### src/sv/artc_pkg.sv
`timescale 1ns / 1ps

package artc_pkg;

    localparam int REGIONS_DEFAULT = 16;

    localparam int ADDR_W      = 48;
    localparam int END_W       = ADDR_W + 1;
    localparam int OP_W        = 2;
    localparam int COUNT_OUT_W = 5;
    localparam int TOTAL_W     = 64;

    localparam logic [OP_W-1:0] OP_ADD    = 2'd0;
    localparam logic [OP_W-1:0] OP_REMOVE = 2'd1;
    localparam logic [OP_W-1:0] OP_CHECK  = 2'd2;
    localparam logic [OP_W-1:0] OP_NONE   = 2'd3;

    // One stored region; the end is kept as the exact 49-bit sum of start and length.
    typedef struct packed {
        logic              valid;
        logic [ADDR_W-1:0] start;
        logic [END_W-1:0]  stop;
    } artc_entry_t;

    // Broadcast from the sequencer to every cell.
    typedef struct packed {
        logic            compare;
        logic            apply;
        logic [OP_W-1:0] op;
    } artc_ctrl_t;

endpackage

### src/sv/artc_cell.sv
`timescale 1ns / 1ps

module artc_cell (
    input  logic                         clk,
    input  logic                         rst_n,
    input  artc_pkg::artc_ctrl_t         ctrl,
    input  logic [artc_pkg::ADDR_W-1:0]  addr,
    input  logic [artc_pkg::END_W-1:0]   check_end,
    input  logic                         prev_valid,
    input  logic                         found_in,
    input  logic                         hit_in,
    input  artc_pkg::artc_entry_t        upper,
    output logic                         found_out,
    output logic                         hit_out,
    output artc_pkg::artc_entry_t        entry
);
    import artc_pkg::*;

    logic              valid_reg;
    logic [ADDR_W-1:0] start_reg;
    logic [END_W-1:0]  stop_reg;
    logic              match_reg;
    logic              contain_reg;

    logic              write_en;
    logic              shift_en;

    assign entry = '{valid: valid_reg, start: start_reg, stop: stop_reg};

    // The lowest matching cell and every cell above it take their upper neighbor.
    assign found_out = found_in | match_reg;
    assign hit_out   = hit_in | contain_reg;

    assign write_en = ctrl.apply && (ctrl.op == OP_ADD) && !valid_reg && prev_valid;
    assign shift_en = ctrl.apply && (ctrl.op == OP_REMOVE) && found_out;

    always_ff @(posedge clk or negedge rst_n)
    begin
        if (!rst_n)
        begin
            valid_reg   <= 1'b0;
            match_reg   <= 1'b0;
            contain_reg <= 1'b0;
        end
        else
        begin
            if (ctrl.compare)
            begin
                match_reg   <= valid_reg && (start_reg == addr);
                contain_reg <= valid_reg && (addr >= start_reg) && (check_end <= stop_reg);
            end
            if (write_en)
            begin
                valid_reg <= 1'b1;
            end
            else if (shift_en)
            begin
                valid_reg <= upper.valid;
            end
        end
    end

    always_ff @(posedge clk)
    begin
        if (write_en)
        begin
            start_reg <= addr;
            stop_reg  <= check_end;
        end
        else if (shift_en)
        begin
            start_reg <= upper.start;
            stop_reg  <= upper.stop;
        end
    end

endmodule

### config.mk
export PLATFORM = sky130hd
export DESIGN_NAME = artc_cell
export DESIGN_NICKNAME = d
export VERILOG_FILES = /design/src/sv/artc_pkg.sv /design/src/sv/artc_cell.sv
export SDC_FILE = /design/constraint.sdc
export NUM_CORES = 1
export LEC_CHECK = 0
export ABC_CLOCK_PERIOD_IN_PS = 4400
export BUFFER_PORTS_ARGS = -buffer_cell sky130_fd_sc_hd__buf_2
export CAP_MARGIN = 10
export CORE_MARGIN = 2
export CORE_UTILIZATION = 49
export CTS_BUF_LIST = sky130_fd_sc_hd__clkbuf_8
export DETAILED_ROUTE_END_ITERATION = 10
export HOLD_SLACK_MARGIN = 0.15
export PLACE_DENSITY = 0.94
export REMOVE_ABC_BUFFERS = 1
export SYNTH_ARGS = -nofsm -noshare
export SYNTH_HDL_FRONTEND = slang
export SYNTH_SLANG_ARGS = --single-unit
### constraint.sdc
create_clock -name clk -period 4.4 [get_ports clk]
set_input_delay 0.66 -clock clk [delete_from_list [all_inputs] [get_ports clk]]
set_output_delay 0.66 -clock clk [all_outputs]
set_load 0.03 [all_outputs]
==> results of run 1 <==
==> kinds of logic after synthesis <==
family / count (synthesis)
buf+inv: 112
flops: 100
compound gates: 79
simple gates: 87
mux: 97
fa+ha+maj: 97
==> where the power goes <==
part           leakage [nW]  switching, W  total [W]  internal [W]
Sequential            0.926     0.0000204    0.00111       0.00109
Clock                0.0976      0.000322   0.000578      0.000256
Combinational          3.24      0.000256   0.000466      0.000210
Total                  4.26      0.000599    0.00215       0.00155
==> stage by stage <==
| step | cell area, um2 | power, W | TNS, ns |
|---|---|---|---|
| 3_3_place_gp | 8380 | 0.00157 | 0 |
| 4_1_cts | 8580 | 0.00216 | 0 |
| 2_1_floorplan | 6590 | 0.00140 | -256.79 |
| 6_report | 8580 | 0.00215 | 0 |
| 5_1_grt | 8580 | 0.00225 | 0 |
| 3_5_place_dp | 8380 | 0.00160 | 0 |
==> cell type report <==
class                   count  area [um2]
multi-input cells         360        3250
repair buffers            307        1560
flip-flops and latches    100        2990
well taps                 176         220
clock inverters             7        57.6
clock buffers               9         124
inverters                 100         375
fillers                   981        4670
==> synthesized netlist by cell type (2+ instances only) <==
cell	n	share of area (%)
ha_1	97	18
and4_1	4	0.53
nand4_1	16	1.5
clkbuf_1	11	0.62
o21ai_0	13	0.98
or2_2	2	0.19
a21oi_1	38	2.9
nand3_1	10	0.75
and3_1	2	0.19
a211oi_1	3	0.34
nor3_1	4	0.30
nor2b_1	2	0.19
a21o_1	5	0.57
dfrtp_1	3	1.1
mux2_2	96	16
a221oi_1	5	0.66
nand2_1	31	1.8
edfxtp_1	97	44
nand2b_1	2	0.19
o21ai_1	3	0.23
nor2_1	6	0.34
inv_1	100	5.7
nor4_1	4	0.38
o211ai_1	3	0.34
a221o_1	3	0.45
==> per-layer routing <==
| metal | wire length, um | GRT usage (%) | vias to the layer above | share of wire, % |
|---|---|---|---|---|
| met5 | 0 | 0 | - | 0 |
| met4 | 586 | 10.4 | 0 | 3.3 |
| met3 | 1140 | 4.53 | 43 | 6.4 |
| met2 | 9180 | 44.7 | 233 | 52 |
| met1 | 6880 | 27.1 | 2537 | 39 |
| li1 | - | - | 2700 | - |
==> cells in the final DEF (no fill, tap or decap), types with 2 or more instances in the layout <==
cell      instances
clkbuf_8          9
and4_1            4
and3_1            2
clkinv_2          4
buf_2           303
nand4_1          16
nor2b_1           2
mux2_2           96
a221o_1           3
o21ai_1           3
edfxtp_1         97
inv_1           100
nand2_1          30
buf_4             2
or2_2             2
nor2_1            6
clkinv_1          2
o21ai_0          13
a221oi_1          5
a21o_1            5
dfrtp_1           3
a21oi_1          38
nor4_1            4
a211oi_1          3
nor3_1            4
nand2b_1          2
ha_1             97
o211ai_1          3
nand3_1           9
==> final timing paths <==
kind / from / end / slack [ns] / cells after the start
max in group asynchronous: rst_n / match_reg / 3.63 / 2
max: start_reg[45] / match_reg / 1.68 / 7
min reg2reg: match_reg / match_reg / 0.57 / 1
min in group asynchronous: rst_n / contain_reg / 0.66 / 2
min: upper[97] / valid_reg / 0.52 / 3
max reg2reg: start_reg[45] / match_reg / 1.68 / 7
==> timing repair <==
item	in CTS	in global routing
hold buffers	1	0
hold endpoints to repair	3	0
buffers inserted	0	0
==> worst max-delay path: stages, from the launching register on <==
cell and delay, ns:
edfxtp_1 0.39, inv_1 0.06, ha_1 0.29, nand4_1 0.16, nor4_1 0.63, and3_1 0.36, nor4b_1 0.51, mux2_2 0.25
==> reports/results.txt, run 1 <==
status = completed
FFs w/ async S/R, synth = 3.00%
Crit Path Max Fanout = 3
Compound-Gate Fraction of Synth Area = 7.20%
Pleak = 4.26 nW
flops & latches, synth = 100
placed insts = 1042
multiplexer share of the synthesized area = 16.4%
drt first pass iters = 4
Syn Std Cell Area = 6640 um2
Area Overhead vs Synth = 29.1%
Antenna diodes = 0
Power Dens Cells = 251 nW/um2
GR Util All Layers = 24.2%
drt wl/cell = 16.8 um
Synth Area in Adders = 18.3%
H-Tree Depth = 3
largest net degree at the start of global routing = 61
Yosys Warn Count = 0
Initial Util = 50.2%
Rel. slew slack = 47.9%
Final WS setup = 1.68 ns
Final Non-Filler Cells = 1059
Critical Setup Path Class = reg -> reg
Final Hold Vio Count = 0
Post-synth EDFFs = 97
setup violators final = 0
CTS tree = done
startpoint types = register
WP data required = 4.71 ns
vias after detailed routing = 5513
Reg clk slew, reported paths = 0.09 ns
Slew Limit Fails = 0
Distinct cells, synth = 37
DRC viols = 0
clk root buf = clkbuf_8
drt total wl = 17800 um
nets@finish = 1179
Core Region = 13200 um2
Max Freq = 0.368 GHz
number of global-route vias before repair = 5679
half-perimeter wire length after detailed placement = 14700 um
sequential element share of the synthesized area = 45.0%
CP arrival = 3.02 ns
Remaining Overflow, GRT = 0
fraction of layout instances using a drive strength above 1 = 47.8%
Max-cap violations = 0
num ports = 304
post-cts gate resize count = 0
final hold slack = 0.522 ns
Post-Synth XOR/XNOR Area = 0%
# port buffers = 303
Crit. End Element = register
syn avg cell area = 11.6 um2
cts bufs inserted = 9
Worst Max-Slew Pin Slew = 0.782 ns
Util after Layout = 64.8%
Skew-Pair Late Insertion Delay = 0.37 ns
Max Buffers Root-to-Sink = 2
antenna violations before repair = 0
placer congestion estimate = 0.848
CTS sink cnt = 100
ANT nets after route = 0
RSZ-0062 raised after global routing = false
Largest register FFs = 49
main combinational cell family by area after synthesis = adder cells
initial DRC count = 239
total die area = 14500 um2
Top FF cell, synth = edfxtp_1
VDD IR max = 0.000207 V
Hold WC Path Type = in -> reg
period utilization = 61.7%
Post-Synth Simple-Gate Area = 6.73%
Core Rows = 42
pre-CTS worst setup slack = 1.40 ns
global-route wire length before repair = 27300 um
Clock Skew = 0.00948 ns
die height = 120 um
DIE WIDTH = 120 um
Avg Vias per Cell = 5.21
Final min period = 2.72 ns
Mapped Cells = 572
(Power assumes the default switching activity.)
==> run 2, diff against run 1 <==
--- a/config.mk
+++ b/config.mk
@@ -5,15 +5,16 @@
 export SDC_FILE = /design/constraint.sdc
 export NUM_CORES = 1
 export LEC_CHECK = 0
-export ABC_CLOCK_PERIOD_IN_PS = 4400
+export ABC_AREA = 1
+export ABC_CLOCK_PERIOD_IN_PS = 2200
 export BUFFER_PORTS_ARGS = -buffer_cell sky130_fd_sc_hd__buf_2
 export CAP_MARGIN = 10
 export CORE_MARGIN = 2
-export CORE_UTILIZATION = 49
+export CORE_UTILIZATION = 45
 export CTS_BUF_LIST = sky130_fd_sc_hd__clkbuf_8
 export DETAILED_ROUTE_END_ITERATION = 10
 export HOLD_SLACK_MARGIN = 0.15
-export PLACE_DENSITY = 0.94
+export PLACE_DENSITY = 0.9
 export REMOVE_ABC_BUFFERS = 1
 export SYNTH_ARGS = -nofsm -noshare
 export SYNTH_HDL_FRONTEND = slang
==> constraint.sdc (replaced) <==
create_clock -name clk -period 2.2 [get_ports clk]
set_input_delay 0.33 -clock clk [delete_from_list [all_inputs] [get_ports clk]]
set_output_delay 0.33 -clock clk [all_outputs]
set_load 0.03 [all_outputs]
==> reports/results.txt, run 2 <==
status = completed
sequential element share of the synthesized area = 42.7% (-2.3 points)
Avg Vias per Cell = 4.91 (-5.6%)
slowest CP cell = edfxtp_1
R2R depth = 11 (+4)
Yosys Warn Count = 0 (unchanged)
Power Dens Cells = 494 nW/um2 (+97%)
global-route wire length before repair = 30100 um (+10%)
Pleak = 4.99 nW (+17%)
Critical path origin = stop_reg[46]
Fin Setup TNS = 0 ns (unchanged)
most frequent cells in the layout = 397 x nand2_1, 303 x buf_2, 127 x inv_1
drt total wl = 19400 um (+8.9%)
Worst Max-Slew Pin Slew = 0.658 ns (-0.124 ns)
Largest register FFs = 49 (unchanged)
largest net degree at the start of global routing = 65 (+6.6%)
M1 wire length = 7880 um (+15%)
Crit path max-delay family = simple AND/OR/NAND/NOR gates
Final min period = 1.77 ns (-0.944 ns)
DRC viols = 0 (unchanged)
DIE WIDTH = 129 um (+6.9%)
Top FF cell, synth = edfxtp_1
Core Rows = 45 (+7.1%)
H-Tree Depth = 3 (unchanged)
Crit. End Element = register
vias after detailed routing = 6722 (+22%)
Rel. slew slack = 56.1% (+8.2 points)
GR Util All Layers = 22.9% (-1.3 points)
clk root buf = clkbuf_8
CP arrival = 2.04 ns (-0.98 ns)
period utilization = 80.6% (+19 points)
Final Hold Vio Count = 0 (unchanged)
placer congestion estimate = 0.891 (+5.1%)
Max Buffers Root-to-Sink = 2 (unchanged)
cts bufs inserted = 9 (unchanged)
ANT nets after route = 0 (unchanged)
Final Non-Filler Cells = 1368 (+29%)
commonest non-fill, non-tap cell in the layout = nand2_1
total die area = 16600 um2 (+14%)
reg2reg start = stop_reg[46]
half-perimeter wire length after detailed placement = 15400 um (+5.1%)
synth top area cells = edfxtp_1 42%, nand2_1 21%, ha_1 17%, inv_1 6.7%, a21oi_1 2.9%
buffer and inverter count on the worst path = 1 (unchanged)
number of global-route vias before repair = 6566 (+16%)
nets@finish = 1475 (+25%)
drt first pass iters = 4 (unchanged)
FFs w/ async S/R, synth = 3.00% (unchanged)
num ports = 304 (unchanged)
top layer reached by signal wires = met5
initial DRC count = 270 (+13%)
Fillers = 1380 (+41%)
synth cell count leaders = 398 x nand2_1, 124 x inv_1, 97 x edfxtp_1, 97 x ha_1, 40 x a21oi_1
CTS sink cnt = 100 (unchanged)
flops & latches, synth = 100 (unchanged)
Remaining Overflow, GRT = 0 (unchanged)
Syn Std Cell Area = 6990 um2 (+5.3%)
count leader, synth = nand2_1
# port buffers = 303 (unchanged)
RSZ-0062 raised after global routing = false
Area Overhead vs Synth = 27.5%
critical path's largest stage delay = 0.38 ns (-0.25 ns)
Reg clk slew, reported paths = 0.10 ns (about the same)
setup violators final = 0 (unchanged)
crit-path cells = inv_1 -> ha_1 -> nand2_1 -> nor3_2 -> nand3_1 -> nor2_1 -> nand2_1 -> nand3_2 -> nand2_1 -> nand2_1 -> nand2_1
startpoint types = register
VDD IR max = 0.000311 V (+50%)
Max-cap violations = 0 (unchanged)
reg2reg end = contain_reg
CP most frequent cell = nand2_1
drt wl/cell = 14.2 um (-16%)
Clock Skew = 0.00961 ns (+0.000127 ns)
Worst Setup EP = contain_reg
Initial Util = 46.0% (-4.1 points)
WP data required = 2.47 ns (-2.24 ns)
fraction of layout instances using a drive strength above 1 = 29.7% (-18 points)
DR WL met2 = 9610 um (+4.7%)
Hold WC Path Type = in -> reg
Core Region = 15200 um2 (+15%)
Mapped Cells = 875 (+53%)
Slew Limit Fails = 0 (unchanged)
Max Freq = 0.564 GHz (+53%)
WP depth = 11 (+4)
Synth area leader = edfxtp_1
routed wl met3 = 1200 um (+5.1%)
Post-synth EDFFs = 97 (unchanged)
antenna violations before repair = 3 (+3)
Critical Setup Path Class = reg -> reg
Skew-Pair Late Insertion Delay = 0.36 ns (about the same)
syn avg cell area = 7.99 um2 (-31%)
Distinct cells, synth = 27 (-27%)
die height = 129 um (+6.9%)
Crit Path Max Fanout = 3 (unchanged)
R2R Setup Slk = 0.43 ns (-1.26 ns)
Yosys top cell area share = 41.6% (-2.2 points)
CTS tree = done
placed insts = 1350 (+30%)
[run 2: cell count changes in the layout (fill, tap and decap cells not counted), sizes merged, moves of 4 or more]
cell,delta
a211oi,-4
a221oi,-5
and4,-4
inv,+30
mux2,-96
nand2,+376
nand4,-12
nor2,+29
nor4,-4
[run 2: logic make-up (layout without fill, tap and decap cells)]
logic type / Yosys count / in the layout / share of synthesized area, %
DFF: 100 / 100 / 42.7
AOI/OAI and AO/OA: 62 / 62 / 4.69
buffers and inverters: 151 / 454 / 8.52
adders and majority gates: 97 / 97 / 17.4
and+or+nand+nor: 465 / 465 / 26.7
other: 0 / 2 / 0
[run 2: worst min path at each step]
stage / from / slack (ns) / endpoint / cells after the start
finish: ctrl[3] / 0.21 / contain_reg / 4
global route: upper[86] / 0.22 / start_reg[37] / 3
CTS: ctrl[3] / 0.20 / contain_reg / 4
detailed placement: rst_n / 0.13 / valid_reg / 1
global placement: rst_n / 0.13 / valid_reg / 1
floorplan: rst_n / 0.03 / contain_reg / 0
[run 2: stage by stage]
step / cell area, um2 / utilization, % / hold slack [ns] / total power [W] / worst slack (ns)
floorplan: 6880 / - / 0.0344 / 0.00288 / -2.20
global placement: 8730 / 57.4 / 0.129 / 0.00327 / 0.398
detailed placement: 8730 / 57.4 / 0.128 / 0.00331 / 0.385
CTS: 8910 / 58.6 / 0.198 / 0.00445 / 0.411
global route: 8920 / 58.7 / 0.216 / 0.00465 / 0.247
finish: 8920 / 58.7 / 0.214 / 0.00441 / 0.427
[run 2: metal layers]
metal | global-route usage [%] | vias to the layer above
met5 | 0 | -
met4 | 10.7 | 2
met3 | 5.07 | 64
met2 | 39.9 | 276
met1 | 26.9 | 3012
li1 | - | 3368
[run 2: power by group]
part | internal (W) | total (W) | switching (W)
combinational | 0.000403 | 0.00104 | 0.000635
sequential | 0.00219 | 0.00223 | 0.0000378
clock | 0.000504 | 0.00114 | 0.000637
total | 0.00310 | 0.00441 | 0.00131
[run 2: cell type report]
type	count	area, um2	area share (%)
sequential	100	2990	33.5
multi-input combinational	624	3420	38.4
antenna	2	5.00	0.0561
tap	188	235	2.64
inverter	129	485	5.44
timing repair buffer	310	1610	18.0
clock buffer	9	124	1.39
clock inverter	6	50.0	0.561
[run 2: worst min-delay path, stage by stage]
cell,delay [ns]
buf_2,0.09
inv_1,0.04
nand2_1,0.05
nand2_1,0.04
[run 2: repair_timing]
action,in CTS,in global routing
gates resized for setup,0,0
hold buffers,1,0
hold endpoints to repair,3,0
buffers inserted,0,0
==> run 3, diff against run 2 <==
--- a/config.mk
+++ b/config.mk
@@ -5,16 +5,16 @@
 export SDC_FILE = /design/constraint.sdc
 export NUM_CORES = 1
 export LEC_CHECK = 0
-export ABC_AREA = 1
-export ABC_CLOCK_PERIOD_IN_PS = 2200
+export ABC_AREA = 0
+export ABC_CLOCK_PERIOD_IN_PS = 1700
 export BUFFER_PORTS_ARGS = -buffer_cell sky130_fd_sc_hd__buf_2
 export CAP_MARGIN = 10
 export CORE_MARGIN = 2
-export CORE_UTILIZATION = 45
+export CORE_UTILIZATION = 49
 export CTS_BUF_LIST = sky130_fd_sc_hd__clkbuf_8
 export DETAILED_ROUTE_END_ITERATION = 10
 export HOLD_SLACK_MARGIN = 0.15
-export PLACE_DENSITY = 0.9
+export PLACE_DENSITY = 0.94
 export REMOVE_ABC_BUFFERS = 1
 export SYNTH_ARGS = -nofsm -noshare
 export SYNTH_HDL_FRONTEND = slang
==> constraint.sdc (replaced) <==
create_clock -name clk -period 1.7 [get_ports clk]
set_input_delay 0.255 -clock clk [delete_from_list [all_inputs] [get_ports clk]]
set_output_delay 0.255 -clock clk [all_outputs]
set_load 0.03 [all_outputs]
==> reports/results.txt, run 3 (synthesized netlist as in run 1, its figures left out) <==
WP data required = 1.99 ns (-0.48 ns)
H-Tree Depth = 3 (unchanged)
status = complete, but fails checks
Slew Limit Fails = 0 (unchanged)
clk root buf = clkbuf_8
drt wl/cell = 17.6 um (+25%)
Skew-Pair Late Insertion Delay = 0.37 ns (about the same)
GR Util All Layers = 27.0% (+4.1 points)
failing checks = setup timing
Pleak = 4.67 nW (-6.6%)
ANT nets after route = 0 (unchanged)
Final Hold Vio Count = 0 (unchanged)
slowest CP cell = edfxtp_1
Reg area = 2990 um2 (unchanged)
Final WS setup = -0.478 ns (-0.905 ns)
commonest non-fill, non-tap cell in the layout = buf_2
multi-input combinational cell area = 3550 um2 (+3.6%)
Max Freq = 0.459 GHz (-19%)
Reg clk slew, reported paths = 0.10 ns (about the same)
Critical Setup Path Class = reg -> reg
CP most frequent cell = a221o_1
DIE WIDTH = 120 um (-6.4%)
CP arrival = 2.47 ns (+0.43 ns)
Critical path origin = stop_reg[18]
nets@finish = 1259 (-15%)
VDD IR max = 0.000565 V (+82%)
Core Region = 13200 um2 (-13%)
design area = 9510 um2 (+6.6%)
vias after detailed routing = 6020 (-10%)
fraction of layout instances using a drive strength above 1 = 56.1% (+26 points)
CTS sink cnt = 100 (unchanged)
DP Area = 8910 um2 (+2.0%)
reg2reg start = stop_reg[18]
Avg Vias per Cell = 5.29 (+7.7%)
Initial Util = 50.2% (+4.1 points)
Final min period = 2.18 ns (+0.405 ns)
Final Non-Filler Cells = 1138 (-17%)
Rel. slew slack = 71.4% (+15 points)
hold wc startpoint = upper[71]
Worst Max-Slew Pin Slew = 0.428 ns (-0.230 ns)
setup violators final = 2 (+2)
Clock Skew = 0.00965 ns (+0.0000393 ns)
Max-cap violations = 0 (unchanged)
Crit Path Max Fanout = 2 (-1)
Area Overhead vs Synth = 43.2%
global-route wire length before repair = 30500 um (+1.1%)
num ports = 304 (unchanged)
Fin Setup TNS = -0.813 ns (-0.813 ns)
initial DRC count = 257 (-4.8%)
antenna violations before repair = 1 (-2)
Core Rows = 42 (-6.7%)
Util after Layout = 71.8% (+13 points)
total die area = 14500 um2 (-12%)
number of global-route vias before repair = 6367 (-3.0%)
most frequent cells in the layout = 303 x buf_2, 97 x edfxtp_1, 95 x mux2_2
critical path's largest stage delay = 0.40 ns (+0.02 ns)
half-perimeter wire length after detailed placement = 15900 um (+2.9%)
placed insts = 1107 (-18%)
placer congestion estimate = 0.844 (-5.3%)
die height = 120 um (-6.4%)
Remaining Overflow, GRT = 0 (unchanged)
drt first pass iters = 5 (+1)
Power Dens Cells = 607 nW/um2 (+23%)
RSZ-0062 raised after global routing = true
period utilization = 128% (+48 points)
Crit. End Element = register
# port buffers = 303 (unchanged)
crit-path cells = inv_1 -> ha_1 -> a21oi_2 -> o21ai_1 -> a221o_1 -> or3_4 -> a221o_1 -> a211oi_2
Fillers = 923 (-33%)
cts bufs inserted = 9 (unchanged)
largest net degree at the start of global routing = 76 (+17%)
startpoint types = register
DRC viols = 0 (unchanged)
Max Buffers Root-to-Sink = 2 (unchanged)
Hold WC Path Type = in -> reg
Largest register FFs = 49 (unchanged)
pre-CTS worst setup slack = -0.587 ns (-0.972 ns)
drt total wl = 20100 um (+3.7%)
CTS tree = done
run 3: cell types whose count changed in the layout (fill, tap and decap cells not counted), moves of 4 or more:
cell     previous run  this run
nor2_4              4         0
mux2_2              0        95
inv_2               3        13
nor2_1             26         6
nand2_2             8         0
ha_1               97        79
ha_4                0        18
nand4_1             4        16
and4_1              0         4
buf_4               3        76
inv_1             127        89
nor2_2              5         0
nand2_1           397        30
run 3: metal layers:
layer / vias up / part of all wire (%) / GRT usage [%]
met5: - / 0 / 0
met4: 0 / 4.5 / 14.1
met3: 70 / 5.9 / 5.52
met2: 277 / 53 / 50.3
met1: 2804 / 36 / 28.4
li1: 2869 / - / -
run 3: through the flow:
| stage | power [W] | hold slack, ns |
|---|---|---|
| 6_report | 0.00577 | 0.176 |
| 5_1_grt | 0.00602 | 0.165 |
| 4_1_cts | 0.00575 | 0.162 |
| 3_5_place_dp | 0.00425 | 0.0559 |
| 3_3_place_gp | 0.00418 | 0.0607 |
| 2_1_floorplan | 0.00362 | -0.0406 |
run 3: final timing paths:
check                                end  slack, ns  cells after the start
max                          contain_reg      -0.48                      8
min                        start_reg[22]       0.18                      2
max reg2reg                  contain_reg      -0.48                      8
min reg2reg                    match_reg       0.53                      1
max in group asynchronous    contain_reg       1.36                      2
min in group asynchronous      match_reg       0.23                      2
run 3: cell type report:
cell class	instances	share of cell area [%]
antenna	1	0.0263
clock buffer	9	1.30
clock inverter	5	0.500
inverter	100	3.95
multi-input combinational	360	37.3
sequential	100	31.4
tap	176	2.32
timing repair buffer	387	23.2
run 3: critical path: cells and delay by family (launching register included):
kind	cells	cell delay, ns
AO/OA/AOI/OAI	5	1.04
flip-flops	1	0.40
AND/OR/NAND/NOR	1	0.33
adder cells (fa/ha/maj)	1	0.25
buffers and inverters	1	0.08
run 3: repair_timing:
action	in CTS	in global routing
buffers inserted	9	3
gates resized for setup	33	16
setup endpoints to repair	2	2
hold buffers	4	0
pin swaps	20	8
hold endpoints to repair	6	0
run 3: power by group:
group	total [W]	switching (W)	internal (W)	leakage, nW
Combinational	0.00144	0.000750	0.000687	3.64
Clock	0.00147	0.000823	0.000651	0.0973
Sequential	0.00286	0.0000441	0.00282	0.926
